<file path="config.mk">
export PLATFORM = sky130hd
export DESIGN_NAME = text_console_cursor_control_flat
export DESIGN_NICKNAME = d
export VERILOG_FILES = /design/src/rtl/core/tccc_pkg.sv /design/src/rtl/core/tccc_in_if.sv /design/src/rtl/core/tccc_out_if.sv /design/src/rtl/core/tccc_step.sv /design/src/rtl/core/tccc_outbuf.sv /design/src/rtl/core/text_console_cursor_control.sv /design/src/flat_wrapper.sv
export VERILOG_INCLUDE_DIRS = /design/src /design/src/rtl/core
export SDC_FILE = /design/constraint.sdc
export NUM_CORES = 1
export LEC_CHECK = 0
export BUFFER_PORTS_ARGS = -buffer_cell sky130_fd_sc_hd__buf_4
export CORE_UTILIZATION = 25
export DETAILED_ROUTE_END_ITERATION = 7
export PLACE_DENSITY_LB_ADDON = 0.3
export SLEW_MARGIN = 30
export SYNTH_ARGS = -nofsm -noshare
export SYNTH_HDL_FRONTEND = slang
export SYNTH_SLANG_ARGS = --single-unit
</file>
<file path="constraint.sdc">
create_clock -name clk_i -period 5.5 [get_ports clk_i]
set_input_delay 1.1 -clock clk_i [delete_from_list [all_inputs] [get_ports clk_i]]
set_output_delay 1.1 -clock clk_i [all_outputs]
set_load 0.01 [all_outputs]
</file>
<file path="src/rtl/core/text_console_cursor_control_defines.svh">
// Assertion macros for the text console cursor controller.
// Used by tccc_outbuf, the RTL file that carries concurrent assertions; needs clk_i and rst_ni in scope.
`ifndef TEXT_CONSOLE_CURSOR_CONTROL_DEFINES_SVH
`define TEXT_CONSOLE_CURSOR_CONTROL_DEFINES_SVH

// Same-cycle implication.
`define TCCC_ASSERT_IMP(label, ante, cons, msg) \
  label: assert property (@(posedge clk_i) disable iff (!rst_ni) (ante) |-> (cons)) \
    else $error(msg);

// Next-cycle implication.
`define TCCC_ASSERT_NXT(label, ante, cons, msg) \
  label: assert property (@(posedge clk_i) disable iff (!rst_ni) (ante) |=> (cons)) \
    else $error(msg);

`endif

</file>
<file path="src/rtl/core/tccc_pkg.sv">
// Types and constants of the text console cursor controller.
// No dependencies.
`default_nettype none

package tccc_pkg;

  localparam int CellWidthDefault  = 8;
  localparam int CellHeightDefault = 16;
  localparam int TabStep           = 8;

  localparam logic [7:0] CharCr    = 8'h0D;
  localparam logic [7:0] CharLf    = 8'h0A;
  localparam logic [7:0] CharBs    = 8'h08;
  localparam logic [7:0] CharTab   = 8'h09;
  localparam logic [7:0] CharSpace = 8'h20;

  localparam int CfgIdxWidth = 3;

  typedef enum logic [1:0] {
    CMD_DRAW   = 2'd0,
    CMD_SCROLL = 2'd1,
    CMD_CLEAR  = 2'd2
  } cmd_e;

  typedef enum logic [CfgIdxWidth-1:0] {
    REG_COLUMNS         = 3'd0,
    REG_TEXT_ROWS       = 3'd1,
    REG_DISPLAY_PRESENT = 3'd2,
    REG_FIRST_GLYPH     = 3'd3,
    REG_LAST_GLYPH      = 3'd4
  } reg_idx_e;

  typedef struct packed {
    logic       mode;
    logic [7:0] char_code;
    logic       enable_on;
  } item_t;

  typedef struct packed {
    logic [7:0] columns;
    logic [7:0] text_rows;
    logic       display_present;
    logic [7:0] first_glyph;
    logic [7:0] last_glyph;
  } cfg_t;

  typedef struct packed {
    logic [7:0] col;
    logic [7:0] line;
    logic       active;
  } cursor_t;

  typedef struct packed {
    cmd_e        command;
    logic [7:0]  cell_col;
    logic [7:0]  cell_row;
    logic [10:0] pixel_x;
    logic [11:0] pixel_y;
    logic [7:0]  glyph_code;
    logic        last;
  } result_t;

  typedef struct packed {
    logic       valid;
    logic [1:0] n;
    result_t    r0;
    result_t    r1;
  } push_t;

endpackage

`default_nettype wire

</file>
<file path="src/rtl/core/tccc_in_if.sv">
// Input channel of the text console cursor controller.
// Valid/ready handshake with the item fields; no dependencies.
`default_nettype none

interface tccc_in_if;
  logic       valid;
  logic       ready;
  logic       mode;
  logic [7:0] char_code;
  logic       enable_on;

  modport source (output valid, mode, char_code, enable_on, input ready);
  modport sink   (input valid, mode, char_code, enable_on, output ready);
endinterface

`default_nettype wire

</file>
<file path="src/rtl/core/tccc_out_if.sv">
// Result channel of the text console cursor controller.
// Valid/ready handshake with the command fields; no dependencies.
`default_nettype none

interface tccc_out_if;
  logic        valid;
  logic        ready;
  logic [1:0]  command;
  logic [7:0]  cell_col;
  logic [7:0]  cell_row;
  logic [10:0] pixel_x;
  logic [11:0] pixel_y;
  logic [7:0]  glyph_code;
  logic        last;

  modport source (output valid, command, cell_col, cell_row, pixel_x, pixel_y, glyph_code,
                  last, input ready);
  modport sink   (input valid, command, cell_col, cell_row, pixel_x, pixel_y, glyph_code,
                  last, output ready);
endinterface

`default_nettype wire

</file>
<file path="src/rtl/core/tccc_step.sv">
// Cursor step logic: next cursor state and up to two commands for one item.
// Depends on tccc_pkg.
`default_nettype none

module tccc_step import tccc_pkg::*; #(
  parameter int CellWidth  = CellWidthDefault,
  parameter int CellHeight = CellHeightDefault
) (
  input  item_t   item_i,
  input  cfg_t    cfg_i,
  input  cursor_t cur_i,
  output cursor_t cur_o,
  output push_t   push_o
);

  logic [7:0] eff_cols;
  logic [7:0] eff_rows;
  logic [7:0] last_row;
  logic [8:0] nl_row;
  logic       nl_scroll;
  logic [7:0] nl_line;
  logic [8:0] tab_col;
  logic [8:0] inc_col;
  logic [7:0] glyph;
  logic [1:0] n;
  result_t    r0;
  result_t    r1;
  result_t    scroll_res;

  function automatic result_t mk(cmd_e c, logic [7:0] col, logic [7:0] row, logic [7:0] g);
    logic [12:0] px;
    logic [12:0] py;
    result_t     r;
    px           = 13'(col) * 13'(CellWidth);
    py           = 13'(row) * 13'(CellHeight);
    r.command    = c;
    r.cell_col   = col;
    r.cell_row   = row;
    r.pixel_x    = px[10:0];
    r.pixel_y    = py[11:0];
    r.glyph_code = g;
    r.last       = 1'b0;
    return r;
  endfunction

  assign eff_cols  = (cfg_i.columns == 8'd0) ? 8'd1 : cfg_i.columns;
  assign eff_rows  = (cfg_i.text_rows == 8'd0) ? 8'd1 : cfg_i.text_rows;
  assign last_row  = eff_rows - 8'd1;
  assign nl_row    = {1'b0, cur_i.line} + 9'd1;
  assign nl_scroll = nl_row >= {1'b0, eff_rows};
  assign nl_line   = nl_scroll ? last_row : nl_row[7:0];
  assign tab_col   = ({1'b0, cur_i.col} + 9'(TabStep)) & ~9'(TabStep - 1);
  assign inc_col   = {1'b0, cur_i.col} + 9'd1;
  assign glyph     = (item_i.char_code < cfg_i.first_glyph ||
                      item_i.char_code > cfg_i.last_glyph) ? CharSpace : item_i.char_code;
  assign scroll_res = mk(CMD_SCROLL, 8'd0, last_row, 8'd0);

  always_comb begin
    cur_o = cur_i;
    n     = 2'd0;
    r0    = mk(CMD_DRAW, 8'd0, 8'd0, 8'd0);
    r1    = scroll_res;
    if (item_i.mode) begin
      cur_o.active = item_i.enable_on & cfg_i.display_present;
      if (cur_o.active) begin
        cur_o.col  = 8'd0;
        cur_o.line = 8'd0;
        r0         = mk(CMD_CLEAR, 8'd0, 8'd0, 8'd0);
        n          = 2'd1;
      end
    end else if (cur_i.active) begin
      case (item_i.char_code)
        CharCr: begin
          cur_o.col = 8'd0;
        end
        CharLf: begin
          cur_o.col  = 8'd0;
          cur_o.line = nl_line;
          if (nl_scroll) begin
            r0 = scroll_res;
            n  = 2'd1;
          end
        end
        CharBs: begin
          if (cur_i.col != 8'd0) begin
            cur_o.col = cur_i.col - 8'd1;
            r0        = mk(CMD_DRAW, cur_i.col - 8'd1, cur_i.line, CharSpace);
            n         = 2'd1;
          end
        end
        CharTab: begin
          if (tab_col >= {1'b0, eff_cols}) begin
            cur_o.col  = 8'd0;
            cur_o.line = nl_line;
            if (nl_scroll) begin
              r0 = scroll_res;
              n  = 2'd1;
            end
          end else begin
            cur_o.col = tab_col[7:0];
          end
        end
        default: begin
          r0 = mk(CMD_DRAW, cur_i.col, cur_i.line, glyph);
          n  = 2'd1;
          if (inc_col >= {1'b0, eff_cols}) begin
            cur_o.col  = 8'd0;
            cur_o.line = nl_line;
            if (nl_scroll) begin
              n = 2'd2;
            end
          end else begin
            cur_o.col = inc_col[7:0];
          end
        end
      endcase
    end
    r0.last = (n == 2'd1);
    r1.last = 1'b1;
  end

  assign push_o.valid = 1'b1;
  assign push_o.n     = n;
  assign push_o.r0    = r0;
  assign push_o.r1    = r1;

endmodule

`default_nettype wire

</file>
<file path="src/rtl/core/tccc_outbuf.sv">
// Two-slot result buffer: loads up to two commands at once, drives them out in order.
// Depends on tccc_pkg, tccc_out_if and the assertion macros.
`default_nettype none
`include "text_console_cursor_control_defines.svh"

module tccc_outbuf import tccc_pkg::*; (
  input  wire logic   clk_i,
  input  wire logic   rst_ni,
  input  push_t       push_i,
  output logic        room_o,
  tccc_out_if.source  out_o
);

  result_t    s0_q, s0_d;
  result_t    s1_q, s1_d;
  logic [1:0] cnt_q, cnt_d;
  logic       pop;

  assign pop    = out_o.valid & out_o.ready;
  assign room_o = (cnt_q == 2'd0) || (cnt_q == 2'd1 && pop);

  always_comb begin
    s0_d  = s0_q;
    s1_d  = s1_q;
    cnt_d = cnt_q - {1'b0, pop};
    if (push_i.valid) begin
      s0_d  = push_i.r0;
      s1_d  = push_i.r1;
      cnt_d = push_i.n;
    end else if (pop) begin
      s0_d = s1_q;
    end
  end

  always_ff @(posedge clk_i or negedge rst_ni) begin
    if (!rst_ni) begin
      cnt_q <= 2'd0;
    end else begin
      cnt_q <= cnt_d;
    end
  end

  always_ff @(posedge clk_i) begin
    s0_q <= s0_d;
    s1_q <= s1_d;
  end

  assign out_o.valid      = cnt_q != 2'd0;
  assign out_o.command    = s0_q.command;
  assign out_o.cell_col   = s0_q.cell_col;
  assign out_o.cell_row   = s0_q.cell_row;
  assign out_o.pixel_x    = s0_q.pixel_x;
  assign out_o.pixel_y    = s0_q.pixel_y;
  assign out_o.glyph_code = s0_q.glyph_code;
  assign out_o.last       = s0_q.last;

  `TCCC_ASSERT_IMP(a_cnt_range, 1'b1, cnt_q != 2'd3, "result count out of range")
  `TCCC_ASSERT_IMP(a_push_room, push_i.valid, room_o, "commands loaded over pending ones")
  `TCCC_ASSERT_NXT(a_push_cnt, push_i.valid, cnt_q == $past(push_i.n), "load count lost")
  `TCCC_ASSERT_NXT(a_hold, cnt_q == 2'd2 && !pop, cnt_q == 2'd2 && $stable(s0_q),
                   "stalled command changed")

endmodule

`default_nettype wire

</file>
<file path="src/rtl/core/text_console_cursor_control.sv">
// Text console cursor controller: an accepted item is registered, then stepped into the
// two-slot result buffer when it has room; a draw followed by a scroll fills both slots
// (the buffer has one output port). Configuration is five plain write registers.
// Depends on tccc_pkg, tccc_in_if, tccc_out_if, tccc_step and tccc_outbuf.
`default_nettype none

module text_console_cursor_control import tccc_pkg::*; #(
  parameter int CellWidth  = CellWidthDefault,
  parameter int CellHeight = CellHeightDefault
) (
  input  wire logic                   clk_i,
  input  wire logic                   rst_ni,
  input  wire logic                   cfg_we_i,
  input  wire logic [CfgIdxWidth-1:0] cfg_idx_i,
  input  wire logic [7:0]             cfg_wdata_i,
  tccc_in_if.sink                     in_i,
  tccc_out_if.source                  out_o
);

  cfg_t    cfg_q, cfg_d;
  cursor_t cur_q, cur_next;
  item_t   item_q;
  logic    in_vld_q, in_vld_d;
  logic    room;
  logic    fire;
  logic    accept;
  push_t   step_push;
  push_t   push;

  assign fire      = in_vld_q & room;
  assign in_i.ready = !in_vld_q || fire;
  assign accept    = in_i.valid & in_i.ready;
  assign in_vld_d  = accept | (in_vld_q & !fire);

  always_comb begin
    cfg_d = cfg_q;
    if (cfg_we_i) begin
      case (cfg_idx_i)
        REG_COLUMNS:         cfg_d.columns         = cfg_wdata_i;
        REG_TEXT_ROWS:       cfg_d.text_rows       = cfg_wdata_i;
        REG_DISPLAY_PRESENT: cfg_d.display_present = cfg_wdata_i[0];
        REG_FIRST_GLYPH:     cfg_d.first_glyph     = cfg_wdata_i;
        REG_LAST_GLYPH:      cfg_d.last_glyph      = cfg_wdata_i;
        default:             cfg_d                 = cfg_q;
      endcase
    end
  end

  always_ff @(posedge clk_i or negedge rst_ni) begin
    if (!rst_ni) begin
      cfg_q.columns         <= 8'd128;
      cfg_q.text_rows       <= 8'd48;
      cfg_q.display_present <= 1'b0;
      cfg_q.first_glyph     <= 8'd32;
      cfg_q.last_glyph      <= 8'd126;
      cur_q                 <= '0;
      in_vld_q              <= 1'b0;
    end else begin
      cfg_q    <= cfg_d;
      in_vld_q <= in_vld_d;
      if (fire) begin
        cur_q <= cur_next;
      end
    end
  end

  always_ff @(posedge clk_i) begin
    if (accept) begin
      item_q.mode      <= in_i.mode;
      item_q.char_code <= in_i.char_code;
      item_q.enable_on <= in_i.enable_on;
    end
  end

  tccc_step #(
    .CellWidth  (CellWidth),
    .CellHeight (CellHeight)
  ) u_step (
    .item_i (item_q),
    .cfg_i  (cfg_q),
    .cur_i  (cur_q),
    .cur_o  (cur_next),
    .push_o (step_push)
  );

  always_comb begin
    push       = step_push;
    push.valid = fire;
  end

  tccc_outbuf u_outbuf (
    .clk_i  (clk_i),
    .rst_ni (rst_ni),
    .push_i (push),
    .room_o (room),
    .out_o  (out_o)
  );

endmodule

`default_nettype wire

</file>
<file path="src/flat_wrapper.sv">
// flat-port wrapper written by rule: the top's interface ports become plain ports
module text_console_cursor_control_flat import tccc_pkg::*;
#(
  parameter int CellWidth  = CellWidthDefault,
  parameter int CellHeight = CellHeightDefault
)
  (clk_i, rst_ni, cfg_we_i, cfg_idx_i, cfg_wdata_i, in_i_valid, in_i_mode, in_i_char_code, in_i_enable_on, in_i_ready, out_o_valid, out_o_command, out_o_cell_col, out_o_cell_row, out_o_pixel_x, out_o_pixel_y, out_o_glyph_code, out_o_last, out_o_ready);
  tccc_in_if in_i_i ();
  tccc_out_if out_o_i ();
  input  wire logic clk_i;
  input  wire logic rst_ni;
  input  wire logic cfg_we_i;
  input  wire logic [CfgIdxWidth-1:0] cfg_idx_i;
  input  wire logic [7:0] cfg_wdata_i;
  input wire logic [$bits(in_i_i.valid)-1:0] in_i_valid;
  input wire logic [$bits(in_i_i.mode)-1:0] in_i_mode;
  input wire logic [$bits(in_i_i.char_code)-1:0] in_i_char_code;
  input wire logic [$bits(in_i_i.enable_on)-1:0] in_i_enable_on;
  output wire logic [$bits(in_i_i.ready)-1:0] in_i_ready;
  output wire logic [$bits(out_o_i.valid)-1:0] out_o_valid;
  output wire logic [$bits(out_o_i.command)-1:0] out_o_command;
  output wire logic [$bits(out_o_i.cell_col)-1:0] out_o_cell_col;
  output wire logic [$bits(out_o_i.cell_row)-1:0] out_o_cell_row;
  output wire logic [$bits(out_o_i.pixel_x)-1:0] out_o_pixel_x;
  output wire logic [$bits(out_o_i.pixel_y)-1:0] out_o_pixel_y;
  output wire logic [$bits(out_o_i.glyph_code)-1:0] out_o_glyph_code;
  output wire logic [$bits(out_o_i.last)-1:0] out_o_last;
  input wire logic [$bits(out_o_i.ready)-1:0] out_o_ready;
  assign in_i_i.valid = in_i_valid;
  assign in_i_i.mode = in_i_mode;
  assign in_i_i.char_code = in_i_char_code;
  assign in_i_i.enable_on = in_i_enable_on;
  assign in_i_ready = in_i_i.ready;
  assign out_o_valid = out_o_i.valid;
  assign out_o_command = out_o_i.command;
  assign out_o_cell_col = out_o_i.cell_col;
  assign out_o_cell_row = out_o_i.cell_row;
  assign out_o_pixel_x = out_o_i.pixel_x;
  assign out_o_pixel_y = out_o_i.pixel_y;
  assign out_o_glyph_code = out_o_i.glyph_code;
  assign out_o_last = out_o_i.last;
  assign out_o_i.ready = out_o_ready;
  text_console_cursor_control #(.CellWidth(CellWidth), .CellHeight(CellHeight)) u_core (.clk_i(clk_i), .rst_ni(rst_ni), .cfg_we_i(cfg_we_i), .cfg_idx_i(cfg_idx_i), .cfg_wdata_i(cfg_wdata_i), .in_i(in_i_i), .out_o(out_o_i));
endmodule
</file>
; After elaboration in Yosys (flattened, before gate mapping)
; Index checks and enable logic that the tools add are counted.
; Widths: inputs -> output; s select.
[totals]
reg_bits = 121
inputBits = 26
out_inout_bits = 52
[classes]
n_addsub = 6
order_cmp = 5
n_eq_ne = 14
n_mux = 33
bitwise = 6
n_reduce_logical = 25
[op_table]
columns = op, n
row1 = $mux 50, 6
row2 = $pmux 50 s4, 1
row3 = $mux 8, 9
row4 = $mux 49, 1
row5 = $mux 16, 3
row6 = $mux 48, 1
row7 = $pmux 8 s3, 2
row8 = $eq 8x4->1 const B, 4
row9 = $ge 9x8->1, 3
row10 = $add 8x1->9 const B, 2
row11 = $logic_not 8->1, 2
row12 = $sub 8x1->8 const B, 2
row13 = $mux 2, 6
row14 = $reduce_and 2->1, 6
row15 = $add 8x4->9 const B, 1
row16 = $gt 8x8->1, 1
row17 = $lt 8x8->1, 1
row18 = $pmux 2 s4, 1
row19 = $reduce_bool 8->1, 1
row20 = $eq 3x2->1 const B, 2
row21 = $ne 3x2->1 const B, 2
row22 = $reduce_and 6->1, 1
row23 = $reduce_bool 2->1, 3
row24 = $and 1x1->1, 5
row25 = 16 further kinds, 23

; Depth between registers and ports, before layout
; Gate-level depths: netlist (run 1).
[depth]
depth_word = 10
depth_mapped = 13

; Hierarchy
; A second synthesis (run 1) with hierarchy kept.
[unflattened]
cells_unflattened = 782
area_unflattened_um2 = 9471.6
[modules_own_cells]
columns = mod, instances, cells_per_inst, area_each_um2
row1 = tccc_outbuf, 1, 170, 3958.8
row2 = tccc_step, 1, 488, 3254.4
row3 = text_console_cursor_control, 1, 124, 2258.4

; Least setup slack after synthesis (run 1)
; Ideal clock, no wire load.
[synth_timing]
path_kind = reg2reg
from = reg u_core.cur_q[12] (netlist bit)
to = reg u_core.cur_q[2] (netlist bit)
setup_ps = 125
arrival_ps = 2982
required_ps = 5375
path_slack_ps = 2393
path_stages_with_launch = 12
period_less_slack_ps = 3107
path_cell_list = dfrtp_1 -> clkbuf_1 -> inv_1 -> ha_1 -> ha_1 -> a211oi_1 -> nor2_1 -> a211o_1 -> a2111oi_4 -> o21ai_4 -> o21ai_4 -> mux2_4
[synth_via]
elab_chain_cells = 4
elab_cells_between_ends = 7
classes_between = 2 x add/sub / 2 x order compare / 1 x eq/ne / 2 x reduce/logical
[synth_lines]
columns = element, line
row1 = "start, declared", text_console_cursor_control.sv:21  ; cursor_t cur_q, cur_next;
row2 = "start signal, assigned", text_console_cursor_control.sv:62  ; cur_q <= cur_next;
row3 = $add 8x4->9 / $add 8x1->9 (equally long branches), "tccc_step.sv:52, tccc_step.sv:53"
row4 = $ge 9x8->1 (on tied branches), "tccc_step.sv:92, tccc_step.sv:106"
row5 = $ne 3x2->1 (no source line) / $reduce_bool 4->1 (equally long branches), --
row6 = $reduce_and 6->1 (no source line) *, --
; Every way passes the cells marked *; elsewhere a longest branch is shown, timed or not.
; A chain may end at the register's enable or synchronous reset.

==> results by group, run 1 <==
Run status
  • Outcome: finished clean

Layout
  • Core Util, Final: 30.1%
  • Most common cell after layout, fill and taps aside: buf_4
  • Fill cells: 2432
  • Final nets: 707
  • Register area: 0.00269 mm²
  • Commonest cells after routing, fill and taps aside: buf_4 (74), nand2_1 (53), o21ai_0 (49)
  • Final instance area: 0.00689 mm²
  • Area of the multi-input gates: 0.00280 mm²
  • Diode count: 0
  • Area delta synth->final: 17.0%
  • Share of cells above drive strength 1: 18.8%

Route
  • Vias per cell: 4.73
  • # DRC: 0
  • Post-route ant nets: 0
  • DR pass1 iterations: 5
  • WL/cell: 16.0 µm
  • Via Count: 4521
  • DR iter-0 viols: 333
  • Post-Route WL: 15300 µm

STA
  • RSZ-0062 raised after global routing: no
  • Max Freq: 0.267 GHz
  • Clk_skew: 0.0156 ns
  • Worst slew pin tran: 0.936 ns
  • Final period util: 68.1%
  • # setup viols final: 0
  • Max-slew headroom: 37.4%
  • Final WS setup: 1.75 ns
  • Setup_tns: 0 ns
  • Max-slew violation count: 0
  • Crit path time final: 3.75 ns
  • Fin. Hold Viols: 0

Power
  • P_leak: 3.04 nW
  • Tot Pwr: 3.01 mW
  • Pwr dens: 437 mW/mm²
  • VDD IR max: 0.000175 V

Place
  • GPL Wtd Cong: 0.855
  • Port Buffers: 70
  • Pre-CTS WS: 1.76 ns
  • Hpwl dp: 11300 µm
  • Placement Cell Area: 0.00662 mm²

Yosys
  • Synth top area share: 22.9%
  • Post-synth EDFFs: 45
  • Area leader, netlist: edfxtp_1
  • Largest cells by area after synthesis: edfxtp_1 (23%), dfrtp_1 (18%), ha_1 (9.3%), dfstp_2 (4.5%), o21ai_0 (4.2%)
  • Post-synthesis cell area: 0.00589 mm²
  • Sequential share of the synthesized area: 45.7%
  • Syn Inst Count: 587
  • Top FF cell, synth: edfxtp_1
  • Async S/R FF share, synth: 54.1%
  • Syn avg cell area: 10.0 µm²
  • Syn. warnings: 0
  • Seq cells post-synth: 98
  • Yosys cell types: 61

Floorplan
  • Die width: 155 µm
  • IO Count: 78
  • Initial Utilization: 25.8%
  • Die area: 0.0242 mm²
  • FP Rows: 55
  • Core box area: 0.0228 mm²
  • Die Height: 155 µm

Global routing
  • Total gr overflow: 0
  • Initial antenna violation count: 0
  • Met3 usage: 2.65%
  • Number of global-route vias before repair: 4289
  • Met1 usage: 20.3%
  • Tot GR Track Use: 13.2%
  • First-pass GRT wire length: 24400 µm
  • Grt met2 use: 18.5%
  • Largest net degree at the start of global routing: 54
  • Layer carrying the most global-route usage: met1

Clocking
  • CTS root buf: clkbuf_16
  • CTS tree: built
  • Clk Latency, worst-skew pair: 0.36 ns
  • Worst-path clk slew: 0.07 ns
  • Post-CTS Setup Bufs: 0
  • Maximum clock path buffer count: 2
  • # clock sinks: 98
  • CTS-repair resized insts: 0
  • TritonCTS buffer count: 9
  • CTS hold repair buffers: 0
  • Htree depth: 3

Critical path
  • CP peak stage delay: 0.56 ns
  • Critical Path AT: 3.85 ns
  • Crit path cell chain: and3_1 > and3_1 > nand3_1 > xnor2_1 > ha_1 > o21ai_0 > nor2_1 > a211oi_1 > nand2_1 > nand4_1 > nor2_1 > a221o_1
  • Slowest CP cell: nand4_1
  • Critical path class: register to register
  • Reg-to-reg endpoint: u_core.u_outbuf.out_o.pixel_y[11]
  • R2R setup slack: 1.75 ns
  • CP Capture Type: register
  • Req. time, crit path: 5.60 ns
  • Critical Path Fanout Max: 18
  • Worst Reg-to-Reg Cells: 12
  • CP Launch Type: register
  • Reg2Reg Launch Point: u_core.cur_q[1]

Min path
  • HP Class: register to register
  • Hold path startpoint: u_core.cur_q[0]
  • Hold Crit Depth: 2
  • Min-Delay Endpoint: u_core.cur_q[0]

Run
  • Max Cap Viol: 0
[sequential cells by signal, summed over array words and instances, names as in the netlist]
signal / flops
u_core.cfg_q: 33
u_core.cur_q: 17
u_core.in_vld_q: 1
u_core.item_q: 10
u_core.u_outbuf.cnt_q: 2
u_core.u_outbuf.out_o.cell_col: 8
u_core.u_outbuf.out_o.command: 2
u_core.u_outbuf.out_o.glyph_code: 8
u_core.u_outbuf.out_o.last: 1
u_core.u_outbuf.out_o.pixel_y: 8
u_core.u_outbuf.s1_q: 8
[cell usage after synthesis (5+ instances only)]
| master | number |
|---|---|
| nand2_1 | 53 |
| o21ai_0 | 49 |
| inv_1 | 47 |
| edfxtp_1 | 45 |
| ha_1 | 44 |
| dfrtp_1 | 43 |
| nor2_1 | 40 |
| buf_4 | 23 |
| and2_1 | 16 |
| clkbuf_1 | 16 |
| nand3_1 | 15 |
| a21oi_1 | 14 |
| xnor2_1 | 13 |
| mux2_2 | 11 |
| dfstp_2 | 10 |
| nand4_1 | 10 |
| a211oi_1 | 9 |
| a21o_1 | 9 |
| nor3_1 | 8 |
| xor2_1 | 7 |
| a211o_1 | 6 |
| a22oi_1 | 6 |
| and3_1 | 6 |
| nand2b_1 | 6 |
| nor2b_1 | 6 |
| o21ai_1 | 5 |
[layout make-up]
cell class	count	area share (%)
Timing Repair Buffer	74	8.07
Inverter	47	2.56
Clock buffer	9	3.27
Tap cell	313	5.69
Clock inverter	7	0.672
Sequential cell	98	39.1
Multi-Input combinational cell	407	40.7
[how the worst max path moves through the flow]
| stage | startpoint | depth (start not counted) | to |
|---|---|---|---|
| floorplan | u_core.cur_q[12] | 11 | u_core.cur_q[2] |
| CTS | u_core.cur_q[1] | 12 | u_core.u_outbuf.out_o.pixel_y[11] |
| finish | u_core.cur_q[1] | 12 | u_core.u_outbuf.out_o.pixel_y[11] |
| global placement | u_core.cur_q[1] | 12 | u_core.u_outbuf.out_o.pixel_y[10] |
| detailed placement | u_core.cur_q[1] | 12 | u_core.u_outbuf.out_o.pixel_y[11] |
| global route | u_core.cfg_q[19] | 11 | u_core.u_outbuf.out_o.pixel_y[10] |
[through the flow]
stage	cells	hold WS [ns]
after floorplan	593	0.446
after global placement	939	0.463
after detailed placement	939	0.475
after CTS	955	0.491
after global routing	955	0.517
final	955	0.489
[cell families (layout without fill, tap and decap cells)]
kind of cell,Yosys count,after routing,share of synthesized area [%]
buffers and inverters,88,137,7.20
xor gates and xnor gates,20,20,2.97
AOI/OAI and AO/OA,142,142,16.7
and+or+nand+nor,179,179,15.0
other,1,7,0.0637
adders and majority gates,44,44,9.35
DFF,98,98,45.7
muxes,15,15,3.04
[where the power goes]
part	internal [mW]	switching (mW)	leakage [nW]
Combinational	0.521	0.691	1.81
Clock	0.305	0.288	0.129
Sequential	1.04	0.161	1.10
[worst max-delay path, delay by kind of cell (launching register included)]
kind | cells | cell delay, ns
AO/OA/AOI/OAI | 3 | 0.75
AND/OR/NAND/NOR | 7 | 1.81
adder cells (fa/ha/maj) | 1 | 0.26
flip-flops | 1 | 0.44
XOR/XNOR | 1 | 0.22
[layer usage]
metal,wire length (µm),part of all wire (%)
met1,8060,53
met2,6330,41
met3,735,4.8
met4,151,0.99
met5,0,0
Note: power is estimated with default switching activity, not from simulation.
==> run 2, diff against run 1 <==
==> constraint.sdc (replaced) <==
create_clock -name clk_i -period 3.55 [get_ports clk_i]
set_input_delay 0.71 -clock clk_i [delete_from_list [all_inputs] [get_ports clk_i]]
set_output_delay 0.71 -clock clk_i [all_outputs]
set_load 0.01 [all_outputs]
==> results by group, run 2 (synthesis gave the netlist of run 1 again) <==
Run status
  • Outcome: finished clean (unchanged)

Min path
  • HP Class: primary input to asynchronous set/reset pin (was register to register)

STA
  • # setup viols final: 0 (unchanged)
  • Final period util: 94.1% (was 68.1%)
  • RSZ-0062 raised after global routing: no (unchanged)
  • Max Freq: 0.299 GHz (was 0.267 GHz)
  • Worst slew pin tran: 0.825 ns (was 0.936 ns)
  • Crit path time final: 3.34 ns (was 3.75 ns)
  • Fin. Hold Viols: 0 (unchanged)
  • Setup_tns: 0 ns (unchanged)
  • Max-slew headroom: 44.8% (was 37.4%)
  • Final WS setup: 0.208 ns (was 1.75 ns)
  • Max-slew violation count: 0 (unchanged)
  • Clk_skew: 0.0116 ns (was 0.0156 ns)

Power
  • P_leak: 3.16 nW (was 3.04 nW)
  • Tot Pwr: 4.85 mW (was 3.01 mW)
  • Pwr dens: 686 mW/mm² (was 437 mW/mm²)
  • VDD IR max: 0.000284 V (was 0.000175 V)

Layout
  • Max reg flops: 33 (unchanged)
  • Fill cells: 2453 (was 2432)
  • Most common cell after layout, fill and taps aside: buf_4 (unchanged)
  • Share of cells above drive strength 1: 21.2% (was 18.8%)
  • Commonest cells after routing, fill and taps aside: buf_4 (93), nand2_1 (53), o21ai_0 (49) (was buf_4 (74), nand2_1 (53), o21ai_0 (49))
  • Final nets: 726 (was 707)
  • Area delta synth->final: 20.1% (was 17.0%)
  • Diode count: 0 (unchanged)
  • Biggest register: u_core.cfg_q (unchanged)
  • Largest regs: u_core.cfg_q (33), u_core.cur_q (17), u_core.item_q (10) (unchanged)

Clocking
  • CTS root buf: clkbuf_16 (unchanged)
  • Maximum clock path buffer count: 2 (unchanged)
  • Htree depth: 3 (unchanged)
  • # clock sinks: 98 (unchanged)
  • TritonCTS buffer count: 9 (unchanged)
  • Clk Latency, worst-skew pair: 0.36 ns (about the same)
  • CTS tree: built (unchanged)
  • Worst-path clk slew: 0.07 ns (about the same)

Global routing
  • Number of global-route vias before repair: 4308 (was 4289)
  • Total gr overflow: 0 (unchanged)
  • Initial antenna violation count: 0 (unchanged)
  • First-pass GRT wire length: 24500 µm (was 24400 µm)
  • Largest net degree at the start of global routing: 54 (unchanged)
  • Tot GR Track Use: 13.3% (was 13.2%)

Route
  • WL/cell: 15.7 µm (was 16.0 µm)
  • DR pass1 iterations: 5 (unchanged)
  • # DRC: 0 (unchanged)
  • Post-route ant nets: 0 (unchanged)
  • Via Count: 4541 (was 4521)
  • Vias per cell: 4.66 (was 4.73)
  • Post-Route WL: 15300 µm (about the same)
  • DR iter-0 viols: 330 (was 333)

Critical path
  • Critical path class: register to register (unchanged)
  • CP Capture Type: register (unchanged)
  • CP peak stage delay: 0.47 ns (was 0.56 ns)
  • CP Launch Type: register (unchanged)
  • Slowest CP cell: dfrtp_1 (was nand4_1)
  • Critical Path Fanout Max: 8 (was 18)
  • CP most frequent cell: and2_1
  • Crit path cell chain: ha_1 > and2_1 > and2_1 > xor2_1 > ha_1 > o21ai_0 > nor2_1 > a211o_1 > o21bai_1 > and2_1 > o21ai_4 > mux2_4 (was and3_1 > and3_1 > nand3_1 > xnor2_1 > ha_1 > o21ai_0 > nor2_1 > a211oi_1 > nand2_1 > nand4_1 > nor2_1 > a221o_1)
  • Crit path buffers/inverters: 0 (unchanged)
  • Req. time, crit path: 3.79 ns (was 5.60 ns)
  • Critical Path AT: 3.58 ns (was 3.85 ns)
  • Crit-path leading delay family: compound AO/OA/AOI/OAI gates (was simple AND/OR/NAND/NOR gates)

Place
  • GPL Wtd Cong: 0.869 (was 0.855)
  • Pre-CTS WS: 0.184 ns (was 1.76 ns)
  • Hpwl dp: 11400 µm (was 11300 µm)
  • Port Buffers: 70 (unchanged)

Floorplan
  • Core box area: 0.0228 mm² (unchanged)
  • Die Height: 155 µm (unchanged)
  • Die width: 155 µm (unchanged)
  • IO Count: 78 (unchanged)
  • FP Rows: 55 (unchanged)
  • Die area: 0.0242 mm² (unchanged)
  • Initial Utilization: 25.8% (unchanged)

Run
  • Max Cap Viol: 0 (unchanged)
## run 2: cell types whose count changed in the layout (fill, tap and decap cells not counted)
cell,previous run,this run
bufinv_16,0,2
nor3_1,7,8
buf_4,74,93
clkinv_2,2,1
clkinvlp_4,2,1
nor3_2,1,0
dfrtp_2,0,1
dfrtp_1,43,42
## run 2: cell type report
cell class,instances,area (µm²),area share [%]
Multi-Input combinational cell,407,2800,39.5
Sequential cell,98,2690,38.1
Timing Repair Buffer,93,698,9.87
Tap cell,313,392,5.54
Clock buffer,9,225,3.18
Inverter,47,176,2.49
Clock inverter,7,93.8,1.33
## run 2: metrics by stage
stage	cell area, µm²	hold slack [ns]	std cells	utilization [%]
floorplan	5910	0.414	593	-
global placement	6740	0.464	956	29.5
detailed placement	6740	0.475	956	29.5
CTS	7060	0.447	972	30.9
global route	7070	0.480	974	31.0
finish	7070	0.404	974	31.0
## run 2: final timing paths
| check | end | from | slack (ns) | cells after the start |
|---|---|---|---|---|
| min in group clk_i | u_core.cur_q[0] | u_core.cur_q[0] | 0.49 | 2 |
| max | u_core.cur_q[3] | u_core.cur_q[9] | 0.21 | 12 |
| max in group asynchronous | u_core.cur_q[12] | rst_ni | 2.62 | 1 |
| min reg2reg | u_core.cur_q[0] | u_core.cur_q[0] | 0.49 | 2 |
| max reg2reg | u_core.cur_q[3] | u_core.cur_q[9] | 0.21 | 12 |
| min | u_core.cfg_q[9] | rst_ni | 0.40 | 1 |
## run 2: timing repair
item	CTS	global route
hold endpoints to repair	0	0
setup buffers	0	2
endpoints found under the setup margin	0	3
gates resized for setup	0	1
hold buffers	0	0
## run 2: power by group
| part | switching (mW) | internal, mW |
|---|---|---|
| Sequential | 0.237 | 1.61 |
| Clock | 0.444 | 0.616 |
| Combinational | 1.10 | 0.846 |
## run 2: metal layers
layer / track usage, % / vias to the layer above / part of all wire, %
met1: 19.9 / 2164 / 53
li1: - / 2220 / -
met5: 0 / - / 0
met4: 3.87 / 0 / 1.5
met3: 2.65 / 16 / 4.6
met2: 19.1 / 141 / 41
